**src/design/utf8_sanitizer_assert.svh**
```systemverilog
// ----------------------------------------------------------------------------
// UTF-8 sanitizer assertion macros
// Shared wrappers for the concurrent checks in the sanitizer's modules.
// ----------------------------------------------------------------------------
`ifndef UTF8_SANITIZER_ASSERT_SVH
`define UTF8_SANITIZER_ASSERT_SVH

// A property checked at every rising edge outside reset.
`define UTF8S_ASSERT(label, prop, msg) \
    label: assert property (@(posedge aclk) disable iff (!aresetn) prop) \
        else $error(msg);

// An implication checked in the same cycle.
`define UTF8S_ASSERT_IMPL(label, ante, cons, msg) \
    `UTF8S_ASSERT(label, (ante) |-> (cons), msg)

`endif

```
**src/design/utf8s_pkg.sv**
```systemverilog
// ----------------------------------------------------------------------------
// UTF-8 sanitizer package
// Byte constants, the command passed from classifier to expander, and the
// queue status group.
// ----------------------------------------------------------------------------
package utf8s_pkg;

    localparam int QUEUE_DEPTH = 4;

    // Replacement character U+FFFD, first byte at index 0.
    localparam logic [2:0][7:0] REPL_SEQ = {8'hBD, 8'hBF, 8'hEF};
    localparam logic [1:0] REPL_LAST_IDX = 2'd2;

    localparam logic [7:0] PRINT_LO  = 8'h20;
    localparam logic [7:0] DEL_CHAR  = 8'h7F;
    localparam logic [7:0] CONT_LO   = 8'h80;
    localparam logic [7:0] CONT_HI   = 8'hBF;
    localparam logic [7:0] LEAD2_LO  = 8'hC2;
    localparam logic [7:0] LEAD2_HI  = 8'hDF;
    localparam logic [7:0] LEAD3_LO  = 8'hE0;
    localparam logic [7:0] LEAD3_HI  = 8'hEF;
    localparam logic [7:0] LEAD4_LO  = 8'hF0;
    localparam logic [7:0] LEAD4_HI  = 8'hF4;
    localparam logic [7:0] SURR_LEAD = 8'hED;
    localparam logic [7:0] E0_MIN    = 8'hA0;
    localparam logic [7:0] SURR_MAX  = 8'h9F;
    localparam logic [7:0] F0_MIN    = 8'h90;
    localparam logic [7:0] F4_MAX    = 8'h8F;

    // One input byte's worth of output: n_repl replacement characters
    // followed by n_lit literal bytes.
    typedef struct packed {
        logic [3:0][7:0] lits;
        logic [2:0]      n_lit;
        logic [2:0]      n_repl;
    } cmd_t;

    typedef struct packed {
        logic full;
        logic empty;
    } q_stat_t;

endpackage

```
**src/design/utf8s_front.sv**
```systemverilog
// ----------------------------------------------------------------------------
// UTF-8 sanitizer classifier
// Accepts input beats, tracks the pending multi-byte sequence and turns each
// byte into a command for the expander.
// ----------------------------------------------------------------------------
`include "utf8_sanitizer_assert.svh"

module utf8s_front (
    input  logic               aclk,
    input  logic               aresetn,
    input  logic               s_tvalid,
    output logic               s_tready,
    input  logic [7:0]         s_tdata,   // [7:0] in_byte
    input  logic               s_tlast,   // string_end
    input  utf8s_pkg::q_stat_t q_stat,
    output logic               push,
    output utf8s_pkg::cmd_t    push_cmd
);

    logic [7:0] lead_reg, lead_next;
    logic [1:0] need_reg, need_next;
    logic [1:0] seen_reg, seen_next;
    logic [7:0] cont_reg [3];

    logic       accept;
    logic       pending;
    logic       cont_ok;
    logic       cont_we;
    logic [2:0] seen_inc;
    logic       f_print, f_lead, f_start, f_repl;
    logic [1:0] f_need;
    utf8s_pkg::cmd_t cmd;

    assign s_tready = !q_stat.full;
    assign accept   = s_tvalid && s_tready;
    assign pending  = (need_reg != 2'd0);
    assign seen_inc = {1'b0, seen_reg} + 3'd1;

    always_comb begin
        cont_ok = (s_tdata inside {[utf8s_pkg::CONT_LO:utf8s_pkg::CONT_HI]});
        // The second byte of some leads has a narrower range.
        if (seen_reg == 2'd0) begin
            if ((lead_reg == utf8s_pkg::LEAD3_LO && s_tdata < utf8s_pkg::E0_MIN) ||
                (lead_reg == utf8s_pkg::SURR_LEAD && s_tdata > utf8s_pkg::SURR_MAX) ||
                (lead_reg == utf8s_pkg::LEAD4_LO && s_tdata < utf8s_pkg::F0_MIN) ||
                (lead_reg == utf8s_pkg::LEAD4_HI && s_tdata > utf8s_pkg::F4_MAX)) begin
                cont_ok = 1'b0;
            end
        end
    end

    always_comb begin
        f_print = !s_tdata[7] && (s_tdata >= utf8s_pkg::PRINT_LO)
                  && (s_tdata != utf8s_pkg::DEL_CHAR);
        f_lead  = 1'b1;
        f_need  = 2'd0;
        if (s_tdata inside {[utf8s_pkg::LEAD2_LO:utf8s_pkg::LEAD2_HI]}) begin
            f_need = 2'd1;
        end else if (s_tdata inside {[utf8s_pkg::LEAD3_LO:utf8s_pkg::LEAD3_HI]}) begin
            f_need = 2'd2;
        end else if (s_tdata inside {[utf8s_pkg::LEAD4_LO:utf8s_pkg::LEAD4_HI]}) begin
            f_need = 2'd3;
        end else begin
            f_lead = 1'b0;
        end
        f_start = f_lead && !s_tlast;
        f_repl  = s_tdata[7] && !f_start;
    end

    always_comb begin
        cmd       = '0;
        lead_next = lead_reg;
        need_next = need_reg;
        seen_next = seen_reg;
        cont_we   = 1'b0;
        if (pending && cont_ok) begin
            cont_we = 1'b1;
            if (seen_inc == {1'b0, need_reg}) begin
                // Sequence complete: emit lead and all continuations.
                cmd.lits[0] = lead_reg;
                for (int k = 0; k < 3; k++) begin
                    cmd.lits[k + 1] = (2'(k) == seen_reg) ? s_tdata : cont_reg[k];
                end
                cmd.n_lit = {1'b0, need_reg} + 3'd1;
                need_next = 2'd0;
                seen_next = 2'd0;
            end else if (s_tlast) begin
                cmd.n_repl = seen_inc + 3'd1;
                need_next  = 2'd0;
                seen_next  = 2'd0;
            end else begin
                seen_next = seen_inc[1:0];
            end
        end else begin
            // Either nothing pending, or the pending sequence is replaced and
            // this byte is taken afresh.
            cmd.n_repl  = (pending ? ({1'b0, seen_reg} + 3'd1) : 3'd0) + {2'b0, f_repl};
            cmd.lits[0] = s_tdata;
            cmd.n_lit   = {2'b0, f_print};
            if (f_start) begin
                lead_next = s_tdata;
                need_next = f_need;
            end else begin
                need_next = 2'd0;
            end
            seen_next = 2'd0;
        end
    end

    assign push     = accept && (cmd.n_repl != 3'd0 || cmd.n_lit != 3'd0);
    assign push_cmd = cmd;

    always_ff @(posedge aclk) begin
        if (!aresetn) begin
            lead_reg <= '0;
            need_reg <= '0;
            seen_reg <= '0;
        end else if (accept) begin
            lead_reg <= lead_next;
            need_reg <= need_next;
            seen_reg <= seen_next;
        end
    end

    always_ff @(posedge aclk) begin
        if (accept && cont_we) begin
            for (int k = 0; k < 3; k++) begin
                if (2'(k) == seen_reg) begin
                    cont_reg[k] <= s_tdata;
                end
            end
        end
    end

    `UTF8S_ASSERT_IMPL(a_seen_below_need, need_reg != 2'd0, seen_reg < need_reg,
        "Continuation count reached the sequence length while still pending.")
    `UTF8S_ASSERT_IMPL(a_idle_seen_zero, need_reg == 2'd0, seen_reg == 2'd0,
        "Continuation count is non-zero with no sequence pending.")

endmodule

```
**src/design/utf8s_queue.sv**
```systemverilog
// ----------------------------------------------------------------------------
// UTF-8 sanitizer command queue
// Short register queue between the classifier and the expander.
// ----------------------------------------------------------------------------
`include "utf8_sanitizer_assert.svh"

module utf8s_queue #(
    parameter int DEPTH = utf8s_pkg::QUEUE_DEPTH
) (
    input  logic               aclk,
    input  logic               aresetn,
    input  logic               push,
    input  utf8s_pkg::cmd_t    push_cmd,
    input  logic               pop,
    output utf8s_pkg::cmd_t    head_cmd,
    output utf8s_pkg::q_stat_t q_stat
);

    localparam int PTR_W = (DEPTH > 1) ? $clog2(DEPTH) : 1;
    localparam int CNT_W = $clog2(DEPTH + 1);

    utf8s_pkg::cmd_t  slot_reg [DEPTH];
    logic [PTR_W-1:0] wr_ptr_reg, wr_ptr_next;
    logic [PTR_W-1:0] rd_ptr_reg, rd_ptr_next;
    logic [CNT_W-1:0] cnt_reg, cnt_next;

    assign q_stat.full  = (cnt_reg == CNT_W'(DEPTH));
    assign q_stat.empty = (cnt_reg == '0);
    assign head_cmd     = slot_reg[rd_ptr_reg];

    always_comb begin
        wr_ptr_next = wr_ptr_reg;
        rd_ptr_next = rd_ptr_reg;
        cnt_next    = cnt_reg;
        if (push) begin
            wr_ptr_next = (wr_ptr_reg == PTR_W'(DEPTH - 1)) ? '0 : wr_ptr_reg + 1'b1;
        end
        if (pop) begin
            rd_ptr_next = (rd_ptr_reg == PTR_W'(DEPTH - 1)) ? '0 : rd_ptr_reg + 1'b1;
        end
        if (push && !pop) begin
            cnt_next = cnt_reg + 1'b1;
        end else if (pop && !push) begin
            cnt_next = cnt_reg - 1'b1;
        end
    end

    always_ff @(posedge aclk) begin
        if (!aresetn) begin
            wr_ptr_reg <= '0;
            rd_ptr_reg <= '0;
            cnt_reg    <= '0;
        end else begin
            wr_ptr_reg <= wr_ptr_next;
            rd_ptr_reg <= rd_ptr_next;
            cnt_reg    <= cnt_next;
        end
    end

    always_ff @(posedge aclk) begin
        if (push) begin
            slot_reg[wr_ptr_reg] <= push_cmd;
        end
    end

    `UTF8S_ASSERT_IMPL(a_no_overflow, push, !q_stat.full || pop,
        "Command pushed into a full queue.")

endmodule

```
**src/design/utf8s_back.sv**
```systemverilog
// ----------------------------------------------------------------------------
// UTF-8 sanitizer expander
// Walks the command at the head of the queue and sends one output beat per
// cycle while m_tready is high, through a registered output stage.
// ----------------------------------------------------------------------------
`include "utf8_sanitizer_assert.svh"

module utf8s_back (
    input  logic               aclk,
    input  logic               aresetn,
    input  utf8s_pkg::cmd_t    head_cmd,
    input  utf8s_pkg::q_stat_t q_stat,
    output logic               pop,
    output logic               m_tvalid,
    input  logic               m_tready,
    output logic [7:0]         m_tdata,   // [7:0] out_byte
    output logic               m_tlast    // run_last
);

    logic [2:0] rep_cnt_reg, rep_cnt_next;
    logic [1:0] sub_reg, sub_next;
    logic [1:0] lit_cnt_reg, lit_cnt_next;
    logic       m_tvalid_reg, m_tvalid_next;
    logic [7:0] m_tdata_reg;
    logic       m_tlast_reg;

    logic       load_en;
    logic       fire;
    logic       in_rep;
    logic       last_rep, last_lit, item_last;
    logic [7:0] cur_byte;

    assign load_en = !m_tvalid_reg || m_tready;
    assign fire    = load_en && !q_stat.empty;
    assign in_rep  = (rep_cnt_reg < head_cmd.n_repl);
    assign cur_byte = in_rep ? utf8s_pkg::REPL_SEQ[sub_reg] : head_cmd.lits[lit_cnt_reg];

    assign last_rep  = in_rep && (sub_reg == utf8s_pkg::REPL_LAST_IDX)
                       && (rep_cnt_reg == head_cmd.n_repl - 3'd1)
                       && (head_cmd.n_lit == 3'd0);
    assign last_lit  = !in_rep && ({1'b0, lit_cnt_reg} == head_cmd.n_lit - 3'd1);
    assign item_last = last_rep || last_lit;
    assign pop       = fire && item_last;

    always_comb begin
        rep_cnt_next  = rep_cnt_reg;
        sub_next      = sub_reg;
        lit_cnt_next  = lit_cnt_reg;
        m_tvalid_next = m_tvalid_reg;
        if (load_en) begin
            m_tvalid_next = !q_stat.empty;
        end
        if (fire) begin
            if (item_last) begin
                rep_cnt_next = '0;
                sub_next     = '0;
                lit_cnt_next = '0;
            end else if (in_rep) begin
                if (sub_reg == utf8s_pkg::REPL_LAST_IDX) begin
                    sub_next     = '0;
                    rep_cnt_next = rep_cnt_reg + 3'd1;
                end else begin
                    sub_next = sub_reg + 2'd1;
                end
            end else begin
                lit_cnt_next = lit_cnt_reg + 2'd1;
            end
        end
    end

    always_ff @(posedge aclk) begin
        if (!aresetn) begin
            rep_cnt_reg  <= '0;
            sub_reg      <= '0;
            lit_cnt_reg  <= '0;
            m_tvalid_reg <= 1'b0;
        end else begin
            rep_cnt_reg  <= rep_cnt_next;
            sub_reg      <= sub_next;
            lit_cnt_reg  <= lit_cnt_next;
            m_tvalid_reg <= m_tvalid_next;
        end
    end

    always_ff @(posedge aclk) begin
        if (fire) begin
            m_tdata_reg <= cur_byte;
            m_tlast_reg <= item_last;
        end
    end

    assign m_tvalid = m_tvalid_reg;
    assign m_tdata  = m_tdata_reg;
    assign m_tlast  = m_tlast_reg;

    `UTF8S_ASSERT_IMPL(a_head_has_work, !q_stat.empty,
        in_rep || ({1'b0, lit_cnt_reg} < head_cmd.n_lit),
        "Expander position ran past the end of the head command.")

endmodule

```
**src/design/utf8_sanitizer.sv**
```systemverilog
// ----------------------------------------------------------------------------
// UTF-8 sanitizer
// Strict UTF-8 validator that drops control characters and replaces broken
// sequences with U+FFFD.
// ----------------------------------------------------------------------------
// Input channel s_*: one raw byte per beat in s_tdata, s_tlast on the last
// byte of each string. Output channel m_*: one sanitised byte per beat in
// m_tdata, with m_tlast on the final output byte caused by an input byte.
// An input byte may produce no output (controls, DEL, a lead or continuation
// still waiting for the rest of its sequence) or a burst of up to twelve
// bytes when a sequence is replaced.
// The classifier takes one byte every cycle while its command queue (four
// entries by default) has room. The expander sends one output beat per cycle
// while m_tready is high, so the sustained rate is one input beat per cycle
// as long as each byte yields at most one output beat; longer bursts are
// limited by the single output port. Commands reach m_* through the queue
// and the output register. Reset clears the pending sequence, the queue
// and the output register. When the receiver holds m_tready low, the output
// register keeps its beat, the queue fills and s_tready falls when full.
// ----------------------------------------------------------------------------
module utf8_sanitizer #(
    parameter int Q_DEPTH = utf8s_pkg::QUEUE_DEPTH
) (
    input  logic       aclk,
    input  logic       aresetn,
    input  logic       s_tvalid,
    output logic       s_tready,
    input  logic [7:0] s_tdata,   // [7:0] in_byte
    input  logic       s_tlast,   // string_end
    output logic       m_tvalid,
    input  logic       m_tready,
    output logic [7:0] m_tdata,   // [7:0] out_byte
    output logic       m_tlast    // run_last
);

    utf8s_pkg::q_stat_t q_stat;
    utf8s_pkg::cmd_t    push_cmd;
    utf8s_pkg::cmd_t    head_cmd;
    logic               push;
    logic               pop;

    utf8s_front u_front (
        .aclk     (aclk),
        .aresetn  (aresetn),
        .s_tvalid (s_tvalid),
        .s_tready (s_tready),
        .s_tdata  (s_tdata),
        .s_tlast  (s_tlast),
        .q_stat   (q_stat),
        .push     (push),
        .push_cmd (push_cmd)
    );

    utf8s_queue #(
        .DEPTH (Q_DEPTH)
    ) u_queue (
        .aclk     (aclk),
        .aresetn  (aresetn),
        .push     (push),
        .push_cmd (push_cmd),
        .pop      (pop),
        .head_cmd (head_cmd),
        .q_stat   (q_stat)
    );

    utf8s_back u_back (
        .aclk     (aclk),
        .aresetn  (aresetn),
        .head_cmd (head_cmd),
        .q_stat   (q_stat),
        .pop      (pop),
        .m_tvalid (m_tvalid),
        .m_tready (m_tready),
        .m_tdata  (m_tdata),
        .m_tlast  (m_tlast)
    );

endmodule

```
**config.mk**
```make
export PLATFORM = sky130hd
export DESIGN_NAME = utf8_sanitizer
export DESIGN_NICKNAME = d
export VERILOG_FILES = /design/src/design/utf8s_pkg.sv /design/src/design/utf8s_front.sv /design/src/design/utf8s_queue.sv /design/src/design/utf8s_back.sv /design/src/design/utf8_sanitizer.sv
export VERILOG_INCLUDE_DIRS = /design/src /design/src/design
export SDC_FILE = /design/constraint.sdc
export NUM_CORES = 1
export LEC_CHECK = 0
export BUFFER_PORTS_ARGS = -buffer_cell sky130_fd_sc_hd__buf_2
export CELL_PAD_IN_SITES_DETAIL_PLACEMENT = 1
export CELL_PAD_IN_SITES_GLOBAL_PLACEMENT = 2
export CORE_ASPECT_RATIO = 1.1
export CORE_UTILIZATION = 47
export DETAILED_ROUTE_END_ITERATION = 10
export GPL_TIMING_DRIVEN = 0
export PLACE_DENSITY_LB_ADDON = 0.1
export SLEW_MARGIN = 20
export SYNTH_ARGS = -nofsm -noshare
export SYNTH_HDL_FRONTEND = slang
export SYNTH_SLANG_ARGS = --single-unit
```
**constraint.sdc**
```tcl
create_clock -name aclk -period 4.9 [get_ports aclk]
set_input_delay 0.245 -clock aclk [delete_from_list [all_inputs] [get_ports aclk]]
set_output_delay 0.245 -clock aclk [all_outputs]
set_load 0.01 [all_outputs]
```
==> results.txt <==
Worst Skew - 0.01423 ns
Layout Nets - 678
port buffer count - 23
cell area after synthesis - 9235 sq um
number of buffers created by CTS - 22
Die Wd - 135.7 um
Post-DP HPWL - 14240 um
Tightest Pin Transition - 1.046 ns
Worst Hold Class - input pin to flop
leakage power - 3.536 nW
Mapped Nets - 621
CP Capture Type - flop
crit-path cells - buf_2 -> buf_2 -> mux4_2 -> inv_1 -> ha_1 -> nor2b_1 -> o21ai_0 -> a2111oi_2 -> o21ai_2 -> ha_1 -> inv_1 -> fa_1 -> xor2_1 -> or3_1 -> a21boi_0
filler cell count - 1807
clock sinks - 214
H-tree Lvls - 1
die area - 20210 sq um
Area Overhead vs Synth - 14.79%
cell count after synthesis - 581
CP max FO - 10
status - finished, final reports clean
Antenna diodes - 0
final worst path period need - 4.551 ns
routed vias - 5006
worst path bufs/invs - 4
FF/Latch Area - 6136 sq um
CTS Root Cell - clkbuf_16
largest net degree at the start of global routing - 24
NetSw - 0.0009819 W
DR WL/cell - 22.37 um
top_reg_cell synth - edfxtp_1
IO Pins - 24
Yosys warnings - 0
layout cells sized above 1 - 0.2018
post-synthesis register bit count - 214
clock insertion delay at the later pin of the skew report - 0.51 ns
Worst VDD drop - 0.0003224 V
max FFs per register - 152
maxcap violations - 0
most frequent cells in the layout - edfxtp_1 (185), nand2_1 (47), mux4_2 (46)
first-pass GRT wire length - 31550 um
critical path type - flop to flop
gr ovfl total - 0
endpoints failing hold - 0
Post-synth EDFFs - 185
Post-route DRC - 0
pwr dens - 411.2 nW/um^2
commonest non-fill, non-tap cell in the layout - edfxtp_1
Hold WS - 0.02387 ns
initial antenna violation count - 0
Pint - 0.003378 W
family with the most delay on the worst path - compound AO/OA/AOI/OAI gates
Distinct cells, synth - 48
Max clock buf depth - 3
Max Fclk - 219.7 MHz
Async SR Flop Fraction - 0
Site Rows - 53
setup violators final - 0
Seq pwr share - 0.487
combinational group share of total power - 0.104
Pre-Repair DR Iteration Count - 4
clock share of power - 0.410
vias per inst - 5.556
antenna viol nets, final - 0
RSZ-0062 raised after global routing - false
CP required - 5.32 ns
number of global-route vias before repair - 5477
final core occ - 0.5532
Sw Share - 0.2252
Max-slew headroom - 0.3030
Max Slew Vio Count - 0
arrival time worst endpoint - 4.97 ns
Seq/Total Area, Yosys - 0.6644
CP Launch Type - flop
Worst path max stage delay - 0.57 ns
area of the multi-input gates - 2907 sq um
period utilisation layout - 0.9288
GRT Total Usage - 0.2125
DRT Wirelength - 20150 um
Initial DRC Count - 316
Die Y - 149.0 um
starting density of the core - 0.4819
Avg Inst Size Synth - 15.90 sq um
Clock transition at path regs - 0.06 ns
CTS tree - done
area of the core - 19160 sq um
slowest CP cell - mux4_2
Placer Congestion - 0.7708
==> cell usage after synthesis (all sizes together) (3+ instances only) <==
master / number / area (sq um)
a21oi: 7 / 35.03
and2: 10 / 65.06
and3: 4 / 25.02
buf: 8 / 40.04
clkbuf: 21 / 78.83
dfxtp: 29 / 580.6
edfxtp: 185 / 5555
ha: 26 / 325.3
inv: 22 / 82.58
mux2i: 33 / 330.3
mux4: 46 / 1036
nand2: 47 / 176.4
nand3: 15 / 75.07
nand4: 3 / 18.77
nor2: 40 / 152.6
nor2b: 10 / 62.56
nor3: 6 / 41.29
o21a: 5 / 37.54
o21ai: 17 / 88.83
o22ai: 3 / 18.77
xnor2: 10 / 87.58
xor2: 6 / 52.55
==> area by class of cell <==
class                   instances  share of cell area
clock inverters                11             0.01546
plain buffers                  29             0.01133
multi-input cells             316              0.2742
well taps                     247             0.02915
inverters                      22            0.007789
clock buffers                  29             0.05913
repair buffers                 33             0.02419
flip-flops and latches        214              0.5788
==> repair_timing <==
action                                 CTS  global route
setup endpoints to repair                0             1
setup buffers                            0             0
resized for setup                        0             2
endpoints found under the hold margin   15             0
hold buffers                             5             0
==> through the flow <==
stage / area (sq um) / worst slack, ns / TNS [ns] / instances / total power (W)
after floorplan: 9235 / 1.033 / 0 / 581 / 0.002446
after global placement: 9659 / -0.08249 / -10.01 / 851 / 0.002578
after detailed placement: 9759 / 0.1570 / 0 / 856 / 0.002620
after CTS: 10600 / 0.1244 / 0 / 901 / 0.004403
after global routing: 10600 / 0.01697 / 0 / 901 / 0.004507
final: 10600 / 0.3488 / 0 / 901 / 0.004359
==> cell families after synthesis <==
kind of cell | count (synthesis) | share of synthesized area
AO/OA/AOI/OAI | 48 | 0.03509
multiplexers | 81 | 0.1504
adder cells (fa/ha/maj) | 27 | 0.03739
buffers and inverters | 51 | 0.02181
XOR/XNOR | 16 | 0.01517
AND/OR/NAND/NOR | 144 | 0.07573
flip-flops | 214 | 0.6644
==> power by group through the flow <==
stage / clock (W) / sequential [W] / combinational (W)
2_1_floorplan: 0 / 0.00216 / 0.000286
3_3_place_gp: 0 / 0.00216 / 0.000423
3_5_place_dp: 0 / 0.00216 / 0.000459
4_1_cts: 0.00182 / 0.00212 / 0.000463
5_1_grt: 0.00187 / 0.00213 / 0.000505
6_report: 0.00179 / 0.00212 / 0.000453
==> worst paths after layout <==
check	start	end	slack [ns]	depth (start not counted)
setup / recovery	flop	u_queue.cnt_reg[2]	0.35	15
hold / removal	s_tdata[5]	u_front.cont_reg[0][13]	0.02	1
setup reg to reg	flop	u_queue.cnt_reg[2]	0.35	15
hold reg to reg	u_back.m_tvalid	u_back.m_tvalid	0.49	2
==> metal layers <==
| layer | GRT usage | part of all wire | vias up |
|---|---|---|---|
| met5 | 0 | 0 | - |
| met4 | 0.05281 | 0.013 | 0 |
| met3 | 0.02446 | 0.033 | 16 |
| met2 | 0.3569 | 0.49 | 90 |
| met1 | 0.2956 | 0.46 | 2579 |
| li1 | - | - | 2321 |
(Power assumes the default switching activity.)
